[config.mk]
export PLATFORM = sky130hd
export DESIGN_NAME = serpentine_scroll_index_mapper
export DESIGN_NICKNAME = d
export VERILOG_FILES = /design/src/rtl/core/ssim_pkg.sv /design/src/rtl/core/ssim_map.sv /design/src/rtl/core/ssim_scroll_state.sv /design/src/rtl/core/serpentine_scroll_index_mapper.sv
export SDC_FILE = /design/constraint.sdc
export NUM_CORES = 1
export LEC_CHECK = 0
export BUFFER_PORTS_ARGS = -buffer_cell sky130_fd_sc_hd__clkbuf_2
export CAP_MARGIN = 5
export CORE_ASPECT_RATIO = 1.75
export CORE_MARGIN = 2
export CORE_UTILIZATION = 30
export DETAILED_ROUTE_END_ITERATION = 7
export GPL_ROUTABILITY_DRIVEN = 1
export MAX_ROUTING_LAYER = met4
export PLACE_DENSITY = 0.44
export SYNTH_ARGS = -nofsm -noshare
export SYNTH_HDL_FRONTEND = slang
export SYNTH_SLANG_ARGS = --single-unit
[constraint.sdc]
create_clock -name clk -period 5.47 [get_ports clk]
set_input_delay 0.2735 -clock clk [delete_from_list [all_inputs] [get_ports clk]]
set_output_delay 0.2735 -clock clk [all_outputs]
set_load 0.05 [all_outputs]
[src/rtl/core/ssim_pkg.sv]
// Shared types, constants and the direction table for the serpentine scroll index mapper.
// Used by ssim_map, ssim_scroll_state and serpentine_scroll_index_mapper; depends on nothing.
package ssim_pkg;

    // The matrix side must be a power of two: rows and columns split off the index by bits.
    localparam int SIDE    = 16;
    localparam int SIDE_W  = $clog2(SIDE);
    localparam int NUM_PIX = SIDE * SIDE;
    localparam int PERIOD  = 2 * SIDE;
    localparam int IDX_W   = 8;
    localparam int DIR_W   = 4;
    localparam int OFF_W   = 8;
    localparam int SUM_W   = OFF_W + 1;

    localparam logic signed [OFF_W-1:0] OFF_START = OFF_W'(-SIDE);

    typedef enum logic [DIR_W-1:0] {
        DIR_STILL = 4'd0,
        DIR_S     = 4'd1,
        DIR_SW    = 4'd2,
        DIR_WEST  = 4'd3,
        DIR_NW    = 4'd4,
        DIR_N     = 4'd5,
        DIR_NE    = 4'd6,
        DIR_E     = 4'd7,
        DIR_SE    = 4'd8
    } dir_t;

    typedef struct packed {
        logic signed [OFF_W-1:0] off_x;
        logic signed [OFF_W-1:0] off_y;
        logic                    has_entered;
        logic                    restart_pending;
    } scroll_state_t;

    // A moving axis also starts one side length outside the view.
    typedef struct packed {
        logic scrolling;
        logic move_x;
        logic move_y;
        logic flip_x;
        logic flip_y;
    } dir_info_t;

    function automatic dir_info_t dir_lookup(logic [DIR_W-1:0] d);
        dir_info_t info;
        info = '0;
        case (d)
            DIR_S:
            begin
                info = '{scrolling: 1'b1, move_x: 1'b0, move_y: 1'b1, flip_x: 1'b0, flip_y: 1'b0};
            end
            DIR_SW:
            begin
                info = '{scrolling: 1'b1, move_x: 1'b1, move_y: 1'b1, flip_x: 1'b0, flip_y: 1'b0};
            end
            DIR_WEST:
            begin
                info = '{scrolling: 1'b1, move_x: 1'b1, move_y: 1'b0, flip_x: 1'b0, flip_y: 1'b0};
            end
            DIR_NW:
            begin
                info = '{scrolling: 1'b1, move_x: 1'b1, move_y: 1'b1, flip_x: 1'b0, flip_y: 1'b1};
            end
            DIR_N:
            begin
                info = '{scrolling: 1'b1, move_x: 1'b0, move_y: 1'b1, flip_x: 1'b0, flip_y: 1'b1};
            end
            DIR_NE:
            begin
                info = '{scrolling: 1'b1, move_x: 1'b1, move_y: 1'b1, flip_x: 1'b1, flip_y: 1'b1};
            end
            DIR_E:
            begin
                info = '{scrolling: 1'b1, move_x: 1'b1, move_y: 1'b0, flip_x: 1'b1, flip_y: 1'b0};
            end
            DIR_SE:
            begin
                info = '{scrolling: 1'b1, move_x: 1'b1, move_y: 1'b1, flip_x: 1'b1, flip_y: 1'b0};
            end
            default:
            begin
                info = '0;
            end
        endcase
        return info;
    endfunction

endpackage

[src/rtl/core/ssim_map.sv]
// Combinational index mapping and next scroll state for one pixel index.
// Depends on ssim_pkg.
module ssim_map
    import ssim_pkg::*;
(
    input  logic [DIR_W-1:0] dir,
    input  scroll_state_t    st,
    input  logic [IDX_W-1:0] pixel_index,
    output logic [IDX_W-1:0] source_index,
    output logic             in_view,
    output scroll_state_t    st_next
);

    dir_info_t               info;
    logic                    in_range;
    logic                    frame_end;
    logic [SIDE_W-1:0]       row;
    logic [SIDE_W-1:0]       col;
    logic [SIDE_W-1:0]       px;
    logic [SIDE_W-1:0]       ux;
    logic [SIDE_W-1:0]       uy;
    logic signed [OFF_W-1:0] base_x;
    logic signed [OFF_W-1:0] base_y;
    logic                    base_entered;
    logic signed [SUM_W-1:0] vx;
    logic signed [SUM_W-1:0] vy;
    logic                    visible;
    logic [SIDE_W-1:0]       wx;
    logic [SIDE_W-1:0]       wy;
    logic [SIDE_W-1:0]       src_col;
    logic [IDX_W-1:0]        src_idx;
    logic signed [OFF_W-1:0] nx;
    logic signed [OFF_W-1:0] ny;
    logic                    entered_n;

    always_comb
    begin
        info      = dir_lookup(dir);
        in_range  = int'(pixel_index) < NUM_PIX;
        frame_end = int'(pixel_index) == NUM_PIX - 1;

        row = SIDE_W'(pixel_index >> SIDE_W);
        col = pixel_index[SIDE_W-1:0];
        px  = row[0] ? ~col : col;
        ux  = info.flip_x ? ~px : px;
        uy  = info.flip_y ? ~row : row;

        // A pending restart is applied before this pixel is mapped.
        if (st.restart_pending)
        begin
            base_x       = info.move_x ? OFF_START : '0;
            base_y       = info.move_y ? OFF_START : '0;
            base_entered = 1'b0;
        end
        else
        begin
            base_x       = st.off_x;
            base_y       = st.off_y;
            base_entered = st.has_entered;
        end

        vx = signed'(SUM_W'(ux)) + SUM_W'(base_x);
        vy = signed'(SUM_W'(uy)) + SUM_W'(base_y);
        if (base_entered && vx >= PERIOD)
        begin
            vx = vx - SUM_W'(PERIOD);
        end
        if (base_entered && vy >= PERIOD)
        begin
            vy = vy - SUM_W'(PERIOD);
        end

        visible = (vx >= 0) && (vx < SIDE) && (vy >= 0) && (vy < SIDE);
        wx      = info.flip_x ? ~vx[SIDE_W-1:0] : vx[SIDE_W-1:0];
        wy      = info.flip_y ? ~vy[SIDE_W-1:0] : vy[SIDE_W-1:0];
        src_col = wy[0] ? ~wx : wx;
        src_idx = IDX_W'({wy, src_col});

        if (!in_range)
        begin
            in_view      = 1'b0;
            source_index = '0;
        end
        else if (!info.scrolling)
        begin
            in_view      = 1'b1;
            source_index = pixel_index;
        end
        else
        begin
            in_view      = visible;
            source_index = visible ? src_idx : '0;
        end

        // Offsets step once per frame, on the last pixel index.
        nx = base_x + OFF_W'(frame_end && info.move_x);
        ny = base_y + OFF_W'(frame_end && info.move_y);
        entered_n = base_entered || (frame_end && nx >= 0 && ny >= 0);
        if (frame_end && entered_n && nx >= PERIOD)
        begin
            nx = nx - OFF_W'(PERIOD);
        end
        if (frame_end && entered_n && ny >= PERIOD)
        begin
            ny = ny - OFF_W'(PERIOD);
        end

        st_next = st;
        if (in_range && info.scrolling)
        begin
            st_next.off_x           = nx;
            st_next.off_y           = ny;
            st_next.has_entered     = entered_n;
            st_next.restart_pending = 1'b0;
        end
    end

endmodule

[src/rtl/core/ssim_scroll_state.sv]
// Direction register and scroll state (offsets, entered and restart flags).
// Depends on ssim_pkg.
module ssim_scroll_state
    import ssim_pkg::*;
(
    input  logic             clk,
    input  logic             rst_n,
    input  logic             cfg_we,
    input  logic [DIR_W-1:0] cfg_data,
    input  logic             commit,
    input  scroll_state_t    st_next,
    output logic [DIR_W-1:0] dir,
    output scroll_state_t    st
);

    logic [DIR_W-1:0] dir_reg;
    logic [DIR_W-1:0] dir_next;
    scroll_state_t    st_reg;
    scroll_state_t    st_state_next;

    always_comb
    begin
        dir_next      = dir_reg;
        st_state_next = st_reg;
        if (commit)
        begin
            st_state_next = st_next;
        end
        // A new direction code restarts the scroll; a write never cancels a restart.
        if (cfg_we)
        begin
            dir_next = cfg_data;
            if (cfg_data != dir_reg)
            begin
                st_state_next.restart_pending = 1'b1;
            end
        end
    end

    always_ff @(posedge clk or negedge rst_n)
    begin
        if (!rst_n)
        begin
            dir_reg                <= DIR_STILL;
            st_reg.off_x           <= '0;
            st_reg.off_y           <= '0;
            st_reg.has_entered     <= 1'b0;
            st_reg.restart_pending <= 1'b1;
        end
        else
        begin
            dir_reg <= dir_next;
            st_reg  <= st_state_next;
        end
    end

    assign dir = dir_reg;
    assign st  = st_reg;

endmodule

[src/rtl/core/serpentine_scroll_index_mapper.sv]
// Top level of the serpentine scroll index mapper: input register, mapping, result register.
// Depends on ssim_pkg, ssim_map and ssim_scroll_state.
//
//   channel   signals                                    direction
//   input     in_valid, in_ready, pixel_index            into block
//   result    out_valid, out_ready, source_index, in_view out of block
//   config    cfg_valid, cfg_ready, scroll_direction     into block
//
// One pixel index is taken every cycle unless the result side stalls; the result is registered.
// The mapping and the scroll state update sit between the input and result registers.
// Reset sets the direction to still, clears the offsets and marks a restart pending.
// A stalled result holds the input register, and input is refused only when both are full
// and the result is not being taken.
// Configuration is always ready.
module serpentine_scroll_index_mapper
    import ssim_pkg::*;
(
    input  logic             clk,
    input  logic             rst_n,
    input  logic             in_valid,
    output logic             in_ready,
    input  logic [IDX_W-1:0] pixel_index,
    output logic             out_valid,
    input  logic             out_ready,
    output logic [IDX_W-1:0] source_index,
    output logic             in_view,
    input  logic             cfg_valid,
    output logic             cfg_ready,
    input  logic [DIR_W-1:0] scroll_direction
);

    logic             s1_valid_reg;
    logic             s1_valid_next;
    logic [IDX_W-1:0] s1_idx_reg;
    logic             out_valid_reg;
    logic             out_valid_next;
    logic [IDX_W-1:0] src_reg;
    logic             view_reg;
    logic             advance;
    logic             commit;
    logic             cfg_we;
    logic [DIR_W-1:0] dir;
    scroll_state_t    st;
    scroll_state_t    st_next;
    logic [IDX_W-1:0] map_src;
    logic             map_view;

    assign advance   = !out_valid_reg || out_ready;
    assign in_ready  = !s1_valid_reg || advance;
    assign commit    = s1_valid_reg && advance;
    assign cfg_ready = 1'b1;
    assign cfg_we    = cfg_valid && cfg_ready;

    always_comb
    begin
        s1_valid_next = s1_valid_reg;
        if (in_ready)
        begin
            s1_valid_next = in_valid;
        end
        out_valid_next = out_valid_reg;
        if (advance)
        begin
            out_valid_next = s1_valid_reg;
        end
    end

    always_ff @(posedge clk or negedge rst_n)
    begin
        if (!rst_n)
        begin
            s1_valid_reg  <= 1'b0;
            out_valid_reg <= 1'b0;
        end
        else
        begin
            s1_valid_reg  <= s1_valid_next;
            out_valid_reg <= out_valid_next;
        end
    end

    always_ff @(posedge clk)
    begin
        if (in_valid && in_ready)
        begin
            s1_idx_reg <= pixel_index;
        end
        if (commit)
        begin
            src_reg  <= map_src;
            view_reg <= map_view;
        end
    end

    ssim_scroll_state u_state (
        .clk      (clk),
        .rst_n    (rst_n),
        .cfg_we   (cfg_we),
        .cfg_data (scroll_direction),
        .commit   (commit),
        .st_next  (st_next),
        .dir      (dir),
        .st       (st)
    );

    ssim_map u_map (
        .dir          (dir),
        .st           (st),
        .pixel_index  (s1_idx_reg),
        .source_index (map_src),
        .in_view      (map_view),
        .st_next      (st_next)
    );

    assign out_valid    = out_valid_reg;
    assign source_index = src_reg;
    assign in_view      = view_reg;

`ifndef NO_ASSERTIONS
    // A different direction code always leaves a restart pending.
    a_restart_on_change: assert property (@(posedge clk) disable iff (!rst_n)
        (cfg_we && scroll_direction != dir) |=> st.restart_pending)
        else $error("direction change did not mark a restart");

    // Once entered, both offsets stay inside one wrap period.
    a_entered_offsets: assert property (@(posedge clk) disable iff (!rst_n)
        st.has_entered |-> (st.off_x >= 0 && st.off_x < PERIOD
                            && st.off_y >= 0 && st.off_y < PERIOD))
        else $error("offsets outside the wrap period after entering");

    // A held input item keeps its index while the result side stalls.
    a_stage_hold: assert property (@(posedge clk) disable iff (!rst_n)
        (s1_valid_reg && !advance) |=> (s1_valid_reg && $stable(s1_idx_reg)))
        else $error("input register changed while stalled");

    // The scroll state moves only when an item passes through the mapping or a configuration write arrives.
    a_state_quiet: assert property (@(posedge clk) disable iff (!rst_n)
        (!commit && !cfg_we) |=> $stable(st))
        else $error("scroll state changed without a transfer");
`endif

endmodule
### Word level (Yosys, flattened, before mapping)

Memories as Yosys holds them, arrays and structs flattened.
Cells that the tools add are included.

* logic and storage cells: 78
* bits of input ports: 17
* output and inout bits: 12
* bits in registers: 41
* bits in read-only memories: 80
* memories: 1

* eq/ne operators: 2
* reduce and logical (&&, ||, !) cells: 20
* add/subtract/negate cells: 8
* bitwise gates (word level): 6
* mux-type cells: 21
* order comparisons: 10

Memory list
* (no name shown): depth 16, bits a word 5, rd ports 1, clocked after memory_dff 0, write ports 0, line ssim_pkg.sv:48 `case (d)`

Operator list (number)
* $mux 8: 8
* $mux 4: 6
* $not 4->4: 6
* $add 5x8->9: 2
* $ge 9x1->1 const B: 2
* $ge 9x7->1 const B: 2
* $lt 9x6->1 const B: 2
* $mux 9: 2
* $sub 9x7->9 const B: 2
* $add 8x1->8: 2
* $ge 8x1->1 const B: 2
* $ge 8x7->1 const B: 2
* $sub 8x7->8 const B: 2
* $logic_and 1x1->1: 14
* $eq 8x1->1 const B: 1
* $mux 1: 5
* $ne 4x4->1: 1
* $logic_or 1x1->1: 3
* $logic_not 1->1: 2
* $reduce_and 2->1: 1

### Depth between registers and ports, before layout

* depth in word-level cells: 14
* gate-level depth with buffers: 20
* mapped depth without buffers: 20

### Modules after synthesis

A second synthesis with hierarchy kept.

* cell total of the unflattened synthesis: 378
* area, all modules: 3573.4 um2

By module, submodules not included
* ssim_map: sequential area each 0.0 um2, area each 2038.2 um2, instances 1, cells an instance 299
* ssim_scroll_state: sequential area each 551.8 um2, area each 909.6 um2, instances 1, cells an instance 52
* serpentine_scroll_index_mapper: sequential area each 560.5 um2, area each 625.6 um2, instances 1, cells an instance 27

### Worst setup path after synthesis

OpenSTA, ideal clock, no wires.

* kind: reg2reg
* from: reg u_state.dir_reg[0] (netlist: u_state.dir[0])
* to: reg src_reg[0] (netlist: source_index[0]) (data pin)
* buffers on the path: 0
* period minus slack after synthesis: 3.947 ns
* setup slack: 1.523 ns
* arrival: 3.683 ns
* stages on the path, launching flop included: 17
* required time: 5.205 ns
* library setup time: 0.265 ns
* cells stage by stage: dfrtp_1 ha_1 nand2b_1 nor2_1 xor2_1 ha_1 fa_1 a21o_1 a211oi_1 a311oi_1 or2_2 ha_1 o311ai_1 a31oi_1 nor3b_2 nand2_1 o21ai_0

* longest elaborated chain between the ends: 13
* elaborated cells on any way between the ends: 32
* those cells by class: add/sub: 4; order compare: 6; mux: 13; bitwise: 3; reduce/logical: 5; memory: 1

Ends and longest elaborated chain
* from (decl): line ssim_scroll_state.sv:16 `logic [DIR_W-1:0] dir_reg;`
* from (signal assigned): line ssim_scroll_state.sv:52 `dir_reg <= dir_next;`
* $mem_v2 16x5 *
* $mux 8: line ssim_map.sv:51 `base_x = info.move_x ? OFF_START : '0;`
* $mux 8: line ssim_map.sv:49 `if (st.restart_pending)`
* $add 5x8->9: line ssim_map.sv:62 `vx = signed'(SUM_W'(ux)) + SUM_W'(base_x);`
* $ge 9x7->1: line ssim_map.sv:64 `if (base_entered && vx >= PERIOD)`
* $logic_and 1x1->1: line ssim_map.sv:64
* $mux 9: line ssim_map.sv:64
* $ge 9x1->1, or another cell as far along: line ssim_map.sv:73 `visible = (vx >= 0) && (vx < SIDE) && (vy >= 0) && (vy < SIDE);`
* $logic_and 1x1->1 / $mux 4 (equally long branches): line ssim_map.sv:73, ssim_map.sv:74
* $logic_and 1x1->1 / $not 4->4 (equally long branches): line ssim_map.sv:73, ssim_map.sv:76
* $logic_and 1x1->1 / $mux 4 (equally long branches): line ssim_map.sv:73, ssim_map.sv:76
* $mux 8: line ssim_map.sv:92 `source_index = visible ? src_idx : '0;`
* $mux 8 *: line ssim_map.sv:84 `else if (!info.scrolling)`
* net map_src[0]: line serpentine_scroll_index_mapper.sv:45 `logic [IDX_W-1:0] map_src;`
* to (signal assigned): line serpentine_scroll_index_mapper.sv:90 `src_reg <= map_src;`
* to (decl): line serpentine_scroll_index_mapper.sv:37 `logic [IDX_W-1:0] src_reg;`

Mark *: on every way through the listed nets, which the timed path passes. The rest lies on a longest branch.
A chain may end at the register's enable or synchronous reset.

### Worst setup path after layout

* from: reg u_state.dir_reg[1] (netlist: u_state.dir[1])
* to: reg src_reg[4] (netlist: source_index[4]) (data pin)

* longest elaborated chain between the ends: 13
* elaborated cells on any way between the ends: 28
* those cells by class: add/sub: 4; order compare: 6; mux: 11; bitwise: 1; reduce/logical: 5; memory: 1

Ends and longest elaborated chain (line)
* $mem_v2 16x5 *
* $mux 8: ssim_map.sv:51
* $mux 8: ssim_map.sv:49
* $add 5x8->9: ssim_map.sv:62
* $ge 9x7->1: ssim_map.sv:64
* $logic_and 1x1->1: ssim_map.sv:64
* $mux 9: ssim_map.sv:64
* $ge 9x1->1 / $lt 9x6->1 (equally long branches): ssim_map.sv:73
* $logic_and 1x1->1 (3 in a row): ssim_map.sv:73
* $mux 8: ssim_map.sv:92
* $mux 8 *: ssim_map.sv:84
* net map_src[4]: serpentine_scroll_index_mapper.sv:45

Marks and branches as above.

==> impl_metrics.csv <==
group,metric,value,unit
outcome,status,"finished clean",
synthesis,synthCells,341,
placed_design,dp_worst_setup_slack,1.054,ns
timing,hold_viol_final,0,
timing,max_freq,226.4,MHz
power_and_ir_drop,p_clk_frac,0.322,
floorplanning,start_util,0.3060,
timing,worst_slack,1.053,ns
synthesis,synthTopCellsByCount,"48 x nand2_1, 25 x o21ai_0, 23 x dfrtp_1, 19 x ha_1, 18 x nor2_1",
cts,cts-buffers-inserted,5,
synthesis,synth_edf_count,17,
cts,cts_tree,"done",
timing,slew_headroom,0.4298,
synthesis,postSynthAreaPerCell,9.188,µm²
power_and_ir_drop,power.density,340.7,nW/µm²
timing,period_share,0.8075,
synthesis,yosys.area.top_type,"dfrtp_1",
cts,cts_buffer_depth,2,
route,avgViaCountPerCell,5.183,
synthesis,yosysMostFrequentCell,"nand2_1",
synthesis,synthFlopType,"dfrtp_1",
timing,clock_skew,0.007107,ns
worst_setup_path,rrSetupSlack,1.05,ns
power_and_ir_drop,power_frac_comb,0.313,
grt,overflow,0,
cts,cts.hold.buffers_added,0,
cts,clk_pin_slew,0.07,ns
worst_setup_path,cp_common_cell,"ha_1",
layout,diodes,0,
timing,rsz0062_at_grt,"no",
route,final_antenna_net_count,0,
route,wire_per_inst,15.98,µm
route,vias,2545,
synthesis,synth_area,3133,µm²
route,drc,0,
power_and_ir_drop,p_switching,427.3,µW
hold_path,hp-class,"in2async",
power_and_ir_drop,p_int,774.4,µW
cts,post_cts_buffers,0,
power_and_ir_drop,peakVddDrop,0.1734,mV
timing,slew_violations,0,
synthesis,seq_area_frac_synth,0.3550,
worst_setup_path,critPathLaunchType,"flip-flop",
grt,grt_max_degree,41,
route,dr.pass1.iters,4,
timing,min_period,4.417,ns
layout,area.growth.synth_to_final,12.58,%
worst_setup_path,critical_path_arrival,4.52,ns
layout,largest_reg_flops,18,
floorplanning,die_h,139.2,µm
worst_setup_path,crit_slowest_cell,"xor2_1",
cts,htreeDepth,2,
power_and_ir_drop,p_leak,1.499,nW
timing,setup_viol,0,
power_and_ir_drop,seqPwrFrac,0.365,
cts,worstSkewPairLatency,0.29,ns
cts,clkSinkCount,41,
timing,fin_tns_setup,0,ns
worst_setup_path,critPathMaxStageDelay,0.45,ns
timing,tightest_slew,0.8553,ns
route,drtIter0Drc,56,
floorplanning,dieArea,11310,µm²
grt,grt_use_total,0.1505,
floorplanning,core_region_area,10240,µm²
worst_setup_path,crit_fanout,9,
placed_design,routabilityCongestion,0.8243,
run,max_cap_violations,0,
synthesis,syn_nets,379,
cts,cts_resized,0,
grt,grt_pass1_wl,12.67,mm
layout,nets,401,
power_and_ir_drop,switching_share,0.3556,
layout,drive_above_1_share,0.1703,
grt,grt_pass1_vias,2503,
worst_setup_path,crit_path_cell_trace,"inv_1, ha_1, nand2_2, o21ai_1, xor2_1, xor2_1, ha_1, a21o_1, a21oi_1, nor2b_1, o22ai_1, mux2i_1, a21boi_0, mux2i_1, ha_1, o311ai_1, a31oi_1, nor3b_2, nand2_1, o311ai_1",
route,routed_wl,7.846,mm
synthesis,ys_types,68,
worst_setup_path,end_kind,"flip-flop",
synthesis,netlist_top_cells_area,"dfrtp_1 18%, edfxtp_1 16%, ha_1 7.6%",
floorplanning,die_w,81.25,µm
grt,antenna_found_initial,0,
synthesis,synth_warnings,0,
worst_setup_path,worst-setup-path-type,"reg2reg",
floorplanning,io_pins,29,
placed_design,hpwl,5.986,mm
synthesis,async_reset_ff_frac,0.5854,
synthesis,synth-seq-cells,41,
placed_design,placement.io_buffers,27,
cts,root_buffer,"clkbuf_16",
synthesis,synth_top_area_share,0.1837,
worst_setup_path,cp.required,5.58,ns
floorplanning,rows,49,
==> area by class of cell <==
| type | count | area [µm²] |
|---|---|---|
| Timing Repair Buffer | 30 | 157.7 |
| Multi-Input combinational cell | 276 | 1874 |
| Tap cell | 127 | 158.9 |
| Inverter | 9 | 33.78 |
| Sequential cell | 41 | 1112 |
| Clock buffer | 5 | 125.1 |
| Fill cell | 1026 | 6711 |
| Clock inverter | 3 | 65.06 |
==> critical path, delay by kind of cell (launching register included) <==
kind | cells | cell delay, ns
multiplexers | 2 | 0.38
buffers and inverters | 1 | 0.12
AO/OA/AOI/OAI | 8 | 1.32
XOR/XNOR | 2 | 0.75
flip-flops | 1 | 0.44
adder cells (fa/ha/maj) | 3 | 0.64
AND/OR/NAND/NOR | 4 | 0.58
==> worst paths after layout <==
kind                                      from               to  cells past startpoint
max in group asynchronous                rst_n    u_state.st[3]                      1
worst min-delay path                     rst_n   u_state.st[13]                      1
worst min register to register  u_state.st[10]   u_state.st[10]                      2
worst max register to register  u_state.dir[1]  source_index[4]                     20
min in group clk                pixel_index[4]    s1_idx_reg[4]                      1
worst max-delay path            u_state.dir[1]  source_index[4]                     20
==> per-stage QoR <==
stage | cells | power (mW) | hold WS [ns] | util | cell area, µm²
6_report | 491 | 1.202 | 0.01967 | 0.3445 | 3527
4_1_cts | 491 | 1.217 | 0.04398 | 0.3445 | 3527
3_5_place_dp | 483 | 0.8217 | 0.3567 | 0.3259 | 3337
5_1_grt | 491 | 1.271 | 0.06945 | 0.3445 | 3527
2_1_floorplan | 341 | 0.7414 | -0.02209 | - | 3133
3_3_place_gp | 483 | 0.8191 | 0.3550 | 0.3259 | 3337
==> logic make-up (layout without fill, tap and decap cells) <==
logic type,Yosys count,after routing,synth area share
flip-flops,41,41,0.3550
multiplexers,5,5,0.01677
other,1,1,0.001197
adder cells (fa/ha/maj),21,21,0.08866
AND/OR/NAND/NOR,124,124,0.2049
AO/OA/AOI/OAI,95,95,0.2029
XOR/XNOR,30,30,0.08387
buffers and inverters,24,47,0.04673
==> power by group through the flow <==
| stage | combinational (mW) | sequential, mW | clock (mW) |
|---|---|---|---|
| 2_1_floorplan | 0.312 | 0.430 | 0 |
| 3_3_place_gp | 0.377 | 0.442 | 0 |
| 3_5_place_dp | 0.379 | 0.442 | 0 |
| 4_1_cts | 0.382 | 0.436 | 0.399 |
| 5_1_grt | 0.420 | 0.446 | 0.405 |
| 6_report | 0.376 | 0.438 | 0.387 |
==> placed cells by master, fill, tap and decap left out, types with 4 or more instances in the layout <==
cell type | synthesis | routed
a21o_1 | 5 | 5
a21oi_1 | 16 | 16
a31oi_1 | 6 | 6
clkbuf_16 | 0 | 5
clkbuf_2 | 0 | 27
dfrtp_1 | 23 | 23
edfxtp_1 | 17 | 17
ha_1 | 19 | 19
inv_1 | 8 | 8
nand2_1 | 48 | 48
nand2b_1 | 10 | 10
nand3_1 | 6 | 6
nand3b_1 | 4 | 4
nand4_1 | 4 | 4
nor2_1 | 18 | 18
nor2b_1 | 7 | 7
o211ai_1 | 4 | 4
o21a_1 | 4 | 4
o21ai_0 | 25 | 25
o22ai_1 | 4 | 4
or3_1 | 5 | 5
xnor2_1 | 13 | 13
xor2_1 | 17 | 17
==> per-layer routing <==
metal  global-route usage  share of wire  vias to the layer above
li1                     -              -                     1277
met1               0.1562           0.40                     1218
met5                    -              0                        -
met3              0.01758          0.021                       11
met2               0.2814           0.56                       39
met4              0.05174          0.019                        0
Power figures use the tool's default switching activity.
